==> src/design/itpoc_pkg.sv <==
// ----------------------------------------------------------------------------
// itpoc_pkg
// Shared widths, phase codes and divider handshake types for the two-pass
// zero-offset calibration block.
// ----------------------------------------------------------------------------
package itpoc_pkg;

	localparam int SAMPLE_WIDTH_DEF  = 16;
	localparam int FRACTION_BITS_DEF = 4;
	localparam int AXES_DEF          = 3;

	localparam int SUM_WIDTH       = 32;
	localparam int OFS_WIDTH       = 22;
	localparam int COUNT_WIDTH     = 16;
	localparam int NUM_CH          = 6;
	localparam int AXES_PER_SENSOR = 3;
	localparam int CH_WIDTH        = 3;
	localparam int PHASE_WIDTH     = 2;

	localparam logic [PHASE_WIDTH-1:0] PHASE_FIRST  = 2'd0;
	localparam logic [PHASE_WIDTH-1:0] PHASE_SECOND = 2'd1;
	localparam logic [PHASE_WIDTH-1:0] PHASE_DONE   = 2'd2;

	typedef struct packed {
		logic                   start;
		logic [SUM_WIDTH-1:0]   dividend;
		logic [COUNT_WIDTH-1:0] divisor;
	} div_req_t;

	typedef struct packed {
		logic                        busy;
		logic                        done;
		logic signed [OFS_WIDTH-1:0] mean;
	} div_rsp_t;

endpackage

==> src/design/itpoc_if.sv <==
// ----------------------------------------------------------------------------
// itpoc_if
// Valid/ready channels: six-axis sample input and offset result output.
// ----------------------------------------------------------------------------
interface itpoc_sample_if #(
	parameter int SAMPLE_WIDTH = itpoc_pkg::SAMPLE_WIDTH_DEF
);
	logic                           valid;
	logic                           ready;
	logic signed [SAMPLE_WIDTH-1:0] gyro_x;
	logic signed [SAMPLE_WIDTH-1:0] gyro_y;
	logic signed [SAMPLE_WIDTH-1:0] gyro_z;
	logic signed [SAMPLE_WIDTH-1:0] accel_x;
	logic signed [SAMPLE_WIDTH-1:0] accel_y;
	logic signed [SAMPLE_WIDTH-1:0] accel_z;

	modport source (
		output valid, gyro_x, gyro_y, gyro_z, accel_x, accel_y, accel_z,
		input  ready
	);
	modport sink (
		input  valid, gyro_x, gyro_y, gyro_z, accel_x, accel_y, accel_z,
		output ready
	);
endinterface

interface itpoc_offset_if;
	logic                                          valid;
	logic                                          ready;
	logic signed [itpoc_pkg::OFS_WIDTH-1:0]        gyro_offset_x;
	logic signed [itpoc_pkg::OFS_WIDTH-1:0]        gyro_offset_y;
	logic signed [itpoc_pkg::OFS_WIDTH-1:0]        gyro_offset_z;
	logic signed [itpoc_pkg::OFS_WIDTH-1:0]        accel_offset_x;
	logic signed [itpoc_pkg::OFS_WIDTH-1:0]        accel_offset_y;
	logic signed [itpoc_pkg::OFS_WIDTH-1:0]        accel_offset_z;
	logic        [itpoc_pkg::PHASE_WIDTH-1:0]      phase;
	logic                                          pass_done;

	modport source (
		output valid, gyro_offset_x, gyro_offset_y, gyro_offset_z,
		       accel_offset_x, accel_offset_y, accel_offset_z, phase, pass_done,
		input  ready
	);
	modport sink (
		input  valid, gyro_offset_x, gyro_offset_y, gyro_offset_z,
		       accel_offset_x, accel_offset_y, accel_offset_z, phase, pass_done,
		output ready
	);
endinterface

==> src/design/itpoc_divider.sv <==
// ----------------------------------------------------------------------------
// itpoc_divider
// Bit-serial restoring divider: (sum * 2^FRACTION_BITS) / count, truncated
// toward zero and saturated to the offset width. One quotient bit per cycle.
// ----------------------------------------------------------------------------
module itpoc_divider #(
	parameter int FRACTION_BITS = itpoc_pkg::FRACTION_BITS_DEF
) (
	input  logic                clk,
	input  logic                arst_n,
	input  itpoc_pkg::div_req_t req,
	output itpoc_pkg::div_rsp_t rsp
);
	localparam int N   = itpoc_pkg::SUM_WIDTH + FRACTION_BITS;
	localparam int CW  = itpoc_pkg::COUNT_WIDTH;
	localparam int OW  = itpoc_pkg::OFS_WIDTH;
	localparam int NCW = $clog2(N);
	localparam logic [N-1:0]   POS_LIM = N'(2**(OW-1) - 1);
	localparam logic [N-1:0]   NEG_LIM = N'(2**(OW-1));
	localparam logic [NCW-1:0] LAST    = NCW'(N - 1);

	logic                 busy_q;
	logic                 fin_q;
	logic                 done_q;
	logic [NCW-1:0]       cnt_q;
	logic [N-1:0]         dq_q;
	logic [CW-1:0]        rem_q;
	logic [CW-1:0]        div_q;
	logic                 neg_q;
	logic signed [OW-1:0] mean_q;

	logic [itpoc_pkg::SUM_WIDTH-1:0] mag;
	logic [CW:0]                     rem_shift;
	logic                            ge;
	logic [CW:0]                     rem_next;
	logic signed [OW-1:0]            mean_sat;

	assign mag       = req.dividend[itpoc_pkg::SUM_WIDTH-1]
	                 ? itpoc_pkg::SUM_WIDTH'(0) - req.dividend : req.dividend;
	assign rem_shift = {rem_q, dq_q[N-1]};
	assign ge        = rem_shift >= {1'b0, div_q};
	assign rem_next  = ge ? rem_shift - {1'b0, div_q} : rem_shift;

	always_comb begin
		if (!neg_q) begin
			mean_sat = (dq_q > POS_LIM) ? OW'(POS_LIM) : OW'(dq_q);
		end else begin
			mean_sat = (dq_q > NEG_LIM) ? OW'(NEG_LIM) : OW'(N'(0) - dq_q);
		end
	end

	always_ff @(posedge clk or negedge arst_n) begin
		if (!arst_n) begin
			busy_q <= 1'b0;
			fin_q  <= 1'b0;
			done_q <= 1'b0;
			cnt_q  <= '0;
		end else begin
			done_q <= fin_q;
			fin_q  <= 1'b0;
			if (req.start && !busy_q && !fin_q) begin
				busy_q <= 1'b1;
				cnt_q  <= '0;
			end else if (busy_q) begin
				cnt_q <= cnt_q + NCW'(1);
				if (cnt_q == LAST) begin
					busy_q <= 1'b0;
					fin_q  <= 1'b1;
				end
			end
		end
	end

	always_ff @(posedge clk) begin
		if (req.start && !busy_q && !fin_q) begin
			dq_q  <= N'(mag) << FRACTION_BITS;
			rem_q <= '0;
			div_q <= req.divisor;
			neg_q <= req.dividend[itpoc_pkg::SUM_WIDTH-1];
		end else if (busy_q) begin
			dq_q  <= {dq_q[N-2:0], ge};
			rem_q <= rem_next[CW-1:0];
		end
		if (fin_q) begin
			mean_q <= mean_sat;
		end
	end

	assign rsp.busy = busy_q | fin_q;
	assign rsp.done = done_q;
	assign rsp.mean = mean_q;

endmodule

==> src/design/imu_two_pass_offset_calibration_core.sv <==
// ----------------------------------------------------------------------------
// imu_two_pass_offset_calibration_core
// Two-pass zero-offset calibration: accumulate six channels per pass, take
// the mean of each through one shared serial divider, set then refine offsets.
// ----------------------------------------------------------------------------
// Path: an accepted sample is registered; while calibrating, each active channel
// is added into its sum in turn before the result is registered; when finished
// or disabled it goes straight to the result. A sample that ends a pass also
// starts the shared divider for each channel in turn, one quotient bit per cycle.
// Throughput: one sample at a time; the next is taken once the result is
// registered. Reset: offsets zero, phase finished until a count is written.
module imu_two_pass_offset_calibration_core #(
	parameter int SAMPLE_WIDTH  = itpoc_pkg::SAMPLE_WIDTH_DEF,
	parameter int FRACTION_BITS = itpoc_pkg::FRACTION_BITS_DEF,
	parameter int AXES          = itpoc_pkg::AXES_DEF
) (
	input  logic                                clk,
	input  logic                                arst_n,
	itpoc_sample_if.sink                        samples,
	itpoc_offset_if.source                      offsets,
	input  logic                                cfg_we,
	input  logic [itpoc_pkg::COUNT_WIDTH-1:0]   cfg_wdata
);
	localparam int NCH = itpoc_pkg::NUM_CH;
	localparam int SW  = itpoc_pkg::SUM_WIDTH;
	localparam int OW  = itpoc_pkg::OFS_WIDTH;
	localparam int CW  = itpoc_pkg::COUNT_WIDTH;
	localparam int CHW = itpoc_pkg::CH_WIDTH;
	localparam int PW  = itpoc_pkg::PHASE_WIDTH;
	localparam logic [CHW-1:0] LAST_CH = CHW'(NCH - 1);

	localparam logic [2:0] ST_IDLE      = 3'd0;
	localparam logic [2:0] ST_ACC       = 3'd1;
	localparam logic [2:0] ST_DIV_START = 3'd2;
	localparam logic [2:0] ST_DIV_WAIT  = 3'd3;
	localparam logic [2:0] ST_RESULT    = 3'd4;

	function automatic logic active_ch(input logic [CHW-1:0] ch);
		logic [CHW-1:0] axis;
		axis = (ch < CHW'(itpoc_pkg::AXES_PER_SENSOR))
		     ? ch : ch - CHW'(itpoc_pkg::AXES_PER_SENSOR);
		return int'(axis) < AXES;
	endfunction

	logic [2:0]           state_q;
	logic [CHW-1:0]       ch_q;
	logic [CW-1:0]        counter_q;
	logic [CW-1:0]        count_q;
	logic [PW-1:0]        phase_q;
	logic [SW-1:0]        sums_q [NCH];
	logic signed [OW-1:0] offs_q [NCH];
	logic                 done_flag_q;
	logic                 out_valid_q;

	logic signed [SAMPLE_WIDTH-1:0] samp_q [NCH];
	logic signed [OW-1:0]           out_ofs_q [NCH];
	logic [PW-1:0]                  out_phase_q;
	logic                           out_done_q;

	logic signed [SAMPLE_WIDTH-1:0] in_vec [NCH];
	logic                           calibrating;
	logic [CW-1:0]                  counter_inc;
	logic                           can_load;
	logic signed [OW:0]             ofs_sum;
	logic signed [OW-1:0]           new_ofs;
	logic [PW-1:0]                  phase_out;

	itpoc_pkg::div_req_t div_req;
	itpoc_pkg::div_rsp_t div_rsp;

	assign in_vec[0] = samples.gyro_x;
	assign in_vec[1] = samples.gyro_y;
	assign in_vec[2] = samples.gyro_z;
	assign in_vec[3] = samples.accel_x;
	assign in_vec[4] = samples.accel_y;
	assign in_vec[5] = samples.accel_z;

	assign calibrating = (phase_q == itpoc_pkg::PHASE_FIRST
	                   || phase_q == itpoc_pkg::PHASE_SECOND) && (count_q != '0);
	assign counter_inc = counter_q + CW'(1);
	assign can_load    = !out_valid_q || offsets.ready;
	assign phase_out   = (phase_q == itpoc_pkg::PHASE_FIRST
	                   || phase_q == itpoc_pkg::PHASE_SECOND)
	                   ? phase_q : itpoc_pkg::PHASE_DONE;

	assign ofs_sum = {offs_q[ch_q][OW-1], offs_q[ch_q]} + {div_rsp.mean[OW-1], div_rsp.mean};

	always_comb begin
		if (phase_q == itpoc_pkg::PHASE_FIRST) begin
			new_ofs = div_rsp.mean;
		end else if (ofs_sum[OW] != ofs_sum[OW-1]) begin
			new_ofs = ofs_sum[OW] ? {1'b1, {(OW-1){1'b0}}} : {1'b0, {(OW-1){1'b1}}};
		end else begin
			new_ofs = ofs_sum[OW-1:0];
		end
	end

	assign div_req.start    = (state_q == ST_DIV_START);
	assign div_req.dividend = sums_q[ch_q];
	assign div_req.divisor  = count_q;

	itpoc_divider #(
		.FRACTION_BITS (FRACTION_BITS)
	) u_divider (
		.clk    (clk),
		.arst_n (arst_n),
		.req    (div_req),
		.rsp    (div_rsp)
	);

	always_ff @(posedge clk or negedge arst_n) begin
		if (!arst_n) begin
			state_q     <= ST_IDLE;
			ch_q        <= '0;
			counter_q   <= '0;
			count_q     <= '0;
			phase_q     <= itpoc_pkg::PHASE_DONE;
			done_flag_q <= 1'b0;
			out_valid_q <= 1'b0;
			for (int i = 0; i < NCH; i++) begin
				sums_q[i] <= '0;
				offs_q[i] <= '0;
			end
		end else begin
			if (state_q == ST_RESULT && can_load) begin
				out_valid_q <= 1'b1;
			end else if (offsets.ready) begin
				out_valid_q <= 1'b0;
			end
			unique case (state_q)
				ST_IDLE: begin
					if (samples.valid) begin
						done_flag_q <= 1'b0;
						ch_q        <= '0;
						state_q     <= calibrating ? ST_ACC : ST_RESULT;
					end
				end
				ST_ACC: begin
					if (active_ch(ch_q)) begin
						sums_q[ch_q] <= sums_q[ch_q] + SW'(samp_q[ch_q]);
					end
					if (ch_q == LAST_CH) begin
						ch_q      <= '0;
						counter_q <= counter_inc;
						state_q   <= (counter_inc >= count_q) ? ST_DIV_START : ST_RESULT;
					end else begin
						ch_q <= ch_q + CHW'(1);
					end
				end
				ST_DIV_START: begin
					state_q <= ST_DIV_WAIT;
				end
				ST_DIV_WAIT: begin
					if (div_rsp.done) begin
						if (active_ch(ch_q)) begin
							offs_q[ch_q] <= new_ofs;
						end
						if (ch_q == LAST_CH) begin
							for (int i = 0; i < NCH; i++) begin
								sums_q[i] <= '0;
							end
							ch_q        <= '0;
							counter_q   <= '0;
							phase_q     <= (phase_q == itpoc_pkg::PHASE_FIRST)
							             ? itpoc_pkg::PHASE_SECOND : itpoc_pkg::PHASE_DONE;
							done_flag_q <= 1'b1;
							state_q     <= ST_RESULT;
						end else begin
							ch_q    <= ch_q + CHW'(1);
							state_q <= ST_DIV_START;
						end
					end
				end
				ST_RESULT: begin
					if (can_load) begin
						state_q <= ST_IDLE;
					end
				end
				default: begin
					state_q <= ST_IDLE;
				end
			endcase
			// count write: restart calibration (first pass, or done for a zero count)
			if (cfg_we) begin
				count_q   <= cfg_wdata;
				counter_q <= '0;
				phase_q   <= (cfg_wdata != '0) ? itpoc_pkg::PHASE_FIRST : itpoc_pkg::PHASE_DONE;
				for (int i = 0; i < NCH; i++) begin
					sums_q[i] <= '0;
				end
			end
		end
	end

	always_ff @(posedge clk) begin
		if (state_q == ST_IDLE && samples.valid) begin
			for (int i = 0; i < NCH; i++) begin
				samp_q[i] <= in_vec[i];
			end
		end
		if (state_q == ST_RESULT && can_load) begin
			for (int i = 0; i < NCH; i++) begin
				out_ofs_q[i] <= offs_q[i];
			end
			out_phase_q <= phase_out;
			out_done_q  <= done_flag_q;
		end
	end

	assign samples.ready          = (state_q == ST_IDLE);
	assign offsets.valid          = out_valid_q;
	assign offsets.gyro_offset_x  = out_ofs_q[0];
	assign offsets.gyro_offset_y  = out_ofs_q[1];
	assign offsets.gyro_offset_z  = out_ofs_q[2];
	assign offsets.accel_offset_x = out_ofs_q[3];
	assign offsets.accel_offset_y = out_ofs_q[4];
	assign offsets.accel_offset_z = out_ofs_q[5];
	assign offsets.phase          = out_phase_q;
	assign offsets.pass_done      = out_done_q;

`ifndef ASSERT_OFF
	a_div_start_idle: assert property (@(posedge clk) disable iff (!arst_n)
		div_req.start |-> !div_rsp.busy)
		else $error("divider started while busy");

	a_done_not_first: assert property (@(posedge clk) disable iff (!arst_n)
		(offsets.valid && offsets.pass_done) |-> (offsets.phase != itpoc_pkg::PHASE_FIRST))
		else $error("pass completion reported in first phase");

	a_cfg_restart: assert property (@(posedge clk) disable iff (!arst_n)
		(cfg_we && cfg_wdata != '0) |=> (phase_q == itpoc_pkg::PHASE_FIRST && counter_q == '0))
		else $error("count write did not restart calibration");

	a_counter_bound: assert property (@(posedge clk) disable iff (!arst_n)
		(state_q == ST_IDLE && calibrating) |-> (counter_q < count_q))
		else $error("sample counter reached count without ending the pass");
`endif

endmodule
==> src/flat_wrapper.sv <==
// flat-port wrapper written by rule: the top's interface ports become plain ports
module imu_two_pass_offset_calibration_core_flat 
#(
	parameter int SAMPLE_WIDTH  = itpoc_pkg::SAMPLE_WIDTH_DEF,
	parameter int FRACTION_BITS = itpoc_pkg::FRACTION_BITS_DEF,
	parameter int AXES          = itpoc_pkg::AXES_DEF
)
  (clk, arst_n, cfg_we, cfg_wdata, samples_valid, samples_gyro_x, samples_gyro_y, samples_gyro_z, samples_accel_x, samples_accel_y, samples_accel_z, samples_ready, offsets_valid, offsets_gyro_offset_x, offsets_gyro_offset_y, offsets_gyro_offset_z, offsets_accel_offset_x, offsets_accel_offset_y, offsets_accel_offset_z, offsets_phase, offsets_pass_done, offsets_ready);
  itpoc_sample_if #(.SAMPLE_WIDTH(SAMPLE_WIDTH)) samples_i ();
  itpoc_offset_if offsets_i ();
  input  logic clk;
  input  logic arst_n;
  input  logic cfg_we;
  input  logic [itpoc_pkg::COUNT_WIDTH-1:0] cfg_wdata;
  input wire logic [$bits(samples_i.valid)-1:0] samples_valid;
  input wire logic [$bits(samples_i.gyro_x)-1:0] samples_gyro_x;
  input wire logic [$bits(samples_i.gyro_y)-1:0] samples_gyro_y;
  input wire logic [$bits(samples_i.gyro_z)-1:0] samples_gyro_z;
  input wire logic [$bits(samples_i.accel_x)-1:0] samples_accel_x;
  input wire logic [$bits(samples_i.accel_y)-1:0] samples_accel_y;
  input wire logic [$bits(samples_i.accel_z)-1:0] samples_accel_z;
  output wire logic [$bits(samples_i.ready)-1:0] samples_ready;
  output wire logic [$bits(offsets_i.valid)-1:0] offsets_valid;
  output wire logic [$bits(offsets_i.gyro_offset_x)-1:0] offsets_gyro_offset_x;
  output wire logic [$bits(offsets_i.gyro_offset_y)-1:0] offsets_gyro_offset_y;
  output wire logic [$bits(offsets_i.gyro_offset_z)-1:0] offsets_gyro_offset_z;
  output wire logic [$bits(offsets_i.accel_offset_x)-1:0] offsets_accel_offset_x;
  output wire logic [$bits(offsets_i.accel_offset_y)-1:0] offsets_accel_offset_y;
  output wire logic [$bits(offsets_i.accel_offset_z)-1:0] offsets_accel_offset_z;
  output wire logic [$bits(offsets_i.phase)-1:0] offsets_phase;
  output wire logic [$bits(offsets_i.pass_done)-1:0] offsets_pass_done;
  input wire logic [$bits(offsets_i.ready)-1:0] offsets_ready;
  assign samples_i.valid = samples_valid;
  assign samples_i.gyro_x = samples_gyro_x;
  assign samples_i.gyro_y = samples_gyro_y;
  assign samples_i.gyro_z = samples_gyro_z;
  assign samples_i.accel_x = samples_accel_x;
  assign samples_i.accel_y = samples_accel_y;
  assign samples_i.accel_z = samples_accel_z;
  assign samples_ready = samples_i.ready;
  assign offsets_valid = offsets_i.valid;
  assign offsets_gyro_offset_x = offsets_i.gyro_offset_x;
  assign offsets_gyro_offset_y = offsets_i.gyro_offset_y;
  assign offsets_gyro_offset_z = offsets_i.gyro_offset_z;
  assign offsets_accel_offset_x = offsets_i.accel_offset_x;
  assign offsets_accel_offset_y = offsets_i.accel_offset_y;
  assign offsets_accel_offset_z = offsets_i.accel_offset_z;
  assign offsets_phase = offsets_i.phase;
  assign offsets_pass_done = offsets_i.pass_done;
  assign offsets_i.ready = offsets_ready;
  imu_two_pass_offset_calibration_core #(.SAMPLE_WIDTH(SAMPLE_WIDTH), .FRACTION_BITS(FRACTION_BITS), .AXES(AXES)) u_core (.clk(clk), .arst_n(arst_n), .samples(samples_i), .offsets(offsets_i), .cfg_we(cfg_we), .cfg_wdata(cfg_wdata));
endmodule
==> config.mk <==
export PLATFORM = sky130hd
export DESIGN_NAME = imu_two_pass_offset_calibration_core_flat
export DESIGN_NICKNAME = d
export VERILOG_FILES = /design/src/design/itpoc_pkg.sv /design/src/design/itpoc_if.sv /design/src/design/itpoc_divider.sv /design/src/design/imu_two_pass_offset_calibration_core.sv /design/src/flat_wrapper.sv
export SDC_FILE = /design/constraint.sdc
export NUM_CORES = 1
export LEC_CHECK = 0
export BUFFER_PORTS_ARGS = -buffer_cell sky130_fd_sc_hd__buf_4
export CORE_ASPECT_RATIO = 1.1
export CORE_MARGIN = 5
export CORE_UTILIZATION = 55
export DETAILED_ROUTE_END_ITERATION = 8
export PLACE_DENSITY = 0.74
export SYNTH_ARGS = -nofsm -noshare
export SYNTH_HDL_FRONTEND = slang
export SYNTH_HIERARCHICAL = 1
export SYNTH_SLANG_ARGS = --single-unit
==> constraint.sdc <==
create_clock -name clk -period 11.9 [get_ports clk]
set_clock_uncertainty 0.05 [all_clocks]
set_input_delay 2.38 -clock clk [delete_from_list [all_inputs] [get_ports clk]]
set_output_delay 2.38 -clock clk [all_outputs]
set_load 0.01 [all_outputs]
### Word-level counts from Yosys, hierarchy flattened

Memory sizes are Yosys's and may differ from the RTL's.
Index checks and enable logic that the tools add are counted.

| word-level totals | value |
|---|---|
| output and inout bits | 137 |
| register bits after elaboration | 469 |
| bits in read-only memories | 0 |
| memories | 2 |
| bits in writable memories | 228 |
| latch bits | 0 |
| input port bits | 117 |
| logic and storage cells | 167 |

| operators by class | value |
|---|---|
| muxes and demuxes | 69 |
| $lt $le $gt $ge | 8 |
| add/subtract/negate cells | 9 |
| divide/modulo/power cells | 0 |
| shifts and indexed selects | 0 |
| equality and inequality tests | 17 |
| reductions and logical operators | 30 |
| $mul | 0 |
| bitwise operators | 1 |

Memory list:

| memory | words | bits a word | rd ports | clocked after Yosys merged registers in | write ports | line | RTL |
|---|---|---|---|---|---|---|---|
| u_core.out_ofs_q | 6 | 22 | 6 | 0 | 6 | imu_two_pass_offset_calibration_core.sv:56 | `logic signed [OW-1:0] out_ofs_q [NCH];` |
| u_core.samp_q | 6 | 16 | 1 | 0 | 6 | imu_two_pass_offset_calibration_core.sv:55 | `logic signed [SAMPLE_WIDTH-1:0] samp_q [NCH];` |

Operators by type and width:

| operator | number |
|---|---|
| $mux 192 | 4 |
| $pmux 192 s2 | 1 |
| $mux 22 | 9 |
| $bwmux 192 | 1 |
| $bwmux 132 | 1 |
| $mux 32 | 4 |
| $bmux 32 s3 | 1 |
| $demux 32 s3 | 1 |
| $mux 16 | 5 |
| $mux 36 | 2 |
| $bmux 22 s3 | 1 |
| $demux 22 s3 | 1 |
| $gt 36x21->1 const B | 1 |
| $gt 36x22->1 const B | 1 |
| $mux 3 | 11 |
| $add 32x32->32 | 1 |
| $pmux 16 s2 | 1 |
| $reduce_bool 16->1 | 2 |
| $sub 1x32->32 const A | 1 |
| $add 22x22->23 | 1 |
| $sub 1x22->22 const A | 1 |
| $ge 17x16->1 | 1 |
| $add 16x1->16 const B | 1 |
| $ge 16x16->1 | 1 |
| other kinds (33) | 80 |

### Logic depth before layout (Yosys ltp)

| depth | value |
|---|---|
| depth in word-level cells | 9 |
| mapped depth | 21 |
| gate-level depth less buffers | 16 |

### Hierarchy

Netlist, hierarchy kept.

By module, submodules not included:

| module | area an instance (um^2) | seq. area each (um^2) | times used | cells an instance |
|---|---|---|---|---|
| imu_two_pass_offset_calibration_core | 26629.3 | 16096.7 | 1 | 2177 |
| itpoc_divider | 5853.1 | 2757.6 | 1 | 618 |

### Worst setup path before layout

OpenSTA, ideal clock, no wires.

| timing | value |
|---|---|
| path type | in2reg |
| start | input offsets_ready |
| end | register u_core.out_done_q, in the netlist u_core/offsets.pass_done, enable pin |
| path buffers | 0 |
| slack | 5.648 ns |
| setup time | 0.511 ns |
| cell stages on the path | 2 |
| data arrival time | 5.691 ns |
| data required time | 11.339 ns |
| cell sequence | nand2b_1 > and3_1 |

| between the ends | value |
|---|---|
| cells in the longest elaborated chain, start to end | 2 |

RTL lines:

| item | line | RTL |
|---|---|---|
| start: declaration | flat_wrapper.sv:32 | `input wire logic [$bits(offsets_i.ready)-1:0] offsets_ready;` |
| $logic_or 1x1->1 | imu_two_pass_offset_calibration_core.sv:81 | `assign can_load = !out_valid_q \|\| offsets.ready;` |
| $logic_and 1x1->1 | imu_two_pass_offset_calibration_core.sv:201 | `if (state_q == ST_RESULT && can_load) begin` |
| end signal: assignment | imu_two_pass_offset_calibration_core.sv:206 | `out_done_q <= done_flag_q;` |
| end: declaration | imu_two_pass_offset_calibration_core.sv:58 | `logic out_done_q;` |

No other way between the ends.
A chain may end at the register's enable or synchronous reset.

==> impl_metrics.yaml <==
run_status:
  outcome: "finished clean"
place:
  dp_hpwl_mm: 58.7
  dp_cells: 3678
  io_buffer_count: 253
  gp_congestion: 0.918
worst_setup_path:
  crit_required_ns: 12.33
  cp-start-kind: "register"
  worst-path-max-fanout: 45
  arrival_ns: 6.50
  end_kind: "register"
  worstSetupPathType: "reg2reg"
sta:
  hold_viol: 0
  worstMarginPinSlew_ns: 1.15
  relSlewSlack: 0.235
  setup_viol: 0
  period_share: 0.509
  rsz0062_at_grt: "false"
  fin_tns_setup_ns: 0
  period_needed_ns: 6.06
  slew_violations: 0
  fmax_mhz: 165
detailed_routing:
  ant_nets: 0
  drt-initial-drc-count: 2591
  wl_mm: 88.9
  vias: 24400
  avgRoutedWirePerCell_um: 23.3
  vias_per_cell: 6.41
  dr.pass1.iters: 6
  drc: 0
clocking:
  cts_buffers: 71
  clock_latency_ns: 0.63
  postCtsHoldBufs: 0
  clkSinkCount: 697
  ctsRootBufferMaster: "clkbuf_16"
  cts.path.max_buffers: 3
  cts_resized: 0
  clkTransAtPathRegs_ns: 0.06
  h-tree-depth: 3
  cts_tree: "yes"
  post-cts-setup-buffers: 0
final_layout:
  drive_gt1_frac: 0.173
  area_delta_synth_final_pct: 15.4
  final_nets: 3200
  n_fill_cell: 4400
  final_cells: 3809
  diodes: 0
yosys:
  syn_nets: 3003
  avgSynthCellArea_um2: 11.6
  ys_warn_count: 6
  synth_cells: 2794
  syn_area_um2: 32500
floorplanning:
  die_h_um: 265
  rows: 93
  initial_utilization: 0.555
  core-area_um2: 58500
  io_pins: 254
  die_w_um: 242
  dieArea_um2: 64000
run:
  maxCapViolations: 0
power:
  power.total_uw: 8160
  power_density_nw_per_um2: 218
  irDropWorstVdd_v: 0.000174
  p_leak_uw: 0.0160
grt:
  grt_overflow: 0
  grt_max_degree: 92
  grt_pass1_vias: 24500
  gr-usage-all-layers: 0.269
  grt_first_pass_wirelength_mm: 139
  grt_antenna_before_repair: 0
min_path:
  hp-class: "reg2reg"
-- layer usage --
layer	GRT usage	up-vias	routed length [µm]
met5	0	-	0
met4	0.118	0	3710
met3	0.0480	223	6040
met2	0.463	1101	44600
met1	0.338	12100	34600
li1	-	11000	-
-- path summary, 6_finish.rpt --
check	cells after the start	start	slack, ns	end
max	16	u_core/ch_q[0]$_DFFE_PN0P_	5.84	u_core/sums_q[190]$_DFFE_PN0P_
min	0	u_core/done_flag_q$_DFFE_PN0P_	0.42	u_core/offsets.pass_done$_DFFE_PP_
max reg2reg	16	u_core/ch_q[0]$_DFFE_PN0P_	5.84	u_core/sums_q[190]$_DFFE_PN0P_
min reg2reg	0	u_core/done_flag_q$_DFFE_PN0P_	0.42	u_core/offsets.pass_done$_DFFE_PP_
max in group asynchronous	3	arst_n	7.81	u_core/offs_q[97]$_DFFE_PN0P_
min in group asynchronous	1	arst_n	1.68	u_core/ch_q[2]$_DFFE_PN0P_
-- power breakdown --
group	internal, µW	leakage [µW]	total, µW	switching (µW)
combinational	917	0.00679	2890	1970
sequential	2820	0.00805	2970	156
clock	1360	0.00118	2300	940
-- cell type report --
| type | count | area, µm² | share of cell area |
|---|---|---|---|
| Multi-Input combinational cell | 1866 | 12800 | 0.342 |
| Tap cell | 760 | 951 | 0.0254 |
| Clock inverter | 36 | 467 | 0.0125 |
| Inverter | 66 | 248 | 0.00661 |
| Sequential cell | 697 | 18900 | 0.503 |
| Timing Repair Buffer | 289 | 2180 | 0.0581 |
| Clock buffer | 95 | 1950 | 0.0520 |
-- state kept, by name, indices dropped and copies added, names as in the netlist, 2 cells and up --
| name | flops |
|---|---|
| u_core/sums_q | 192 |
| u_core/offs_q | 132 |
| u_core/out_ofs_q | 132 |
| u_core/samp_q | 96 |
| u_core/u_divider/dq_q | 36 |
| u_core/u_divider/mean_q | 22 |
| u_core/count_q | 16 |
| u_core/counter_q | 16 |
| u_core/u_divider/div_q | 16 |
| u_core/u_divider/rem_q | 16 |
| u_core/u_divider/cnt_q | 6 |
| u_core/ch_q | 3 |
| u_core/state_q | 3 |
| u_core/offsets.phase | 2 |
| u_core/phase_q | 2 |
-- critical path: stages (launching register included) --
cell and delay [ns]:
dfrtp_2 0.34, buf_4 0.52, and3b_2 0.79, buf_4 0.72, a22oi_1 0.19, nand3_1 0.21
ha_1 0.24, fa_1 0.22, a21oi_1 0.07, nor2b_1 0.18, a311oi_1 0.20, a2111o_1 0.50
a21oi_1 0.31, o2111ai_1 0.24, a21boi_0 0.79, nand4b_1 0.22, nand3_1 0.08
-- metrics by stage --
step | area (µm²) | util | hold slack [ns] | setup slack [ns]
6_report | 37500 | 0.640 | 0.420 | 5.84
5_1_grt | 37500 | 0.640 | 0.434 | 5.51
4_1_cts | 37500 | 0.640 | 0.419 | 5.94
3_5_place_dp | 35100 | 0.599 | 0.405 | 6.02
3_3_place_gp | 35100 | 0.599 | 0.383 | 6.10
2_1_floorplan | 32500 | - | 0.376 | 5.65
-- placed cells by master, fill, tap and decap left out, drive strengths merged, types with 17 or more instances in the layout --
cell type and count:
dfrtp 374, edfxtp 302, buf 289, nand2 264, o21ai 253, a22oi 186
a22o 165, nor2 123, a21oi 113, clkbuf 95, nand3 90, ha 89
inv 69, mux2 64, xor2 60, xnor2 37, a21o 37, nor3 28
mux2i 25, o211ai 24, and3 24, clkinv 22, o31ai 21, dfxtp 20
or3 19, nand2b 18, a211oi 17
Note: power is estimated with default switching activity, not from simulation.
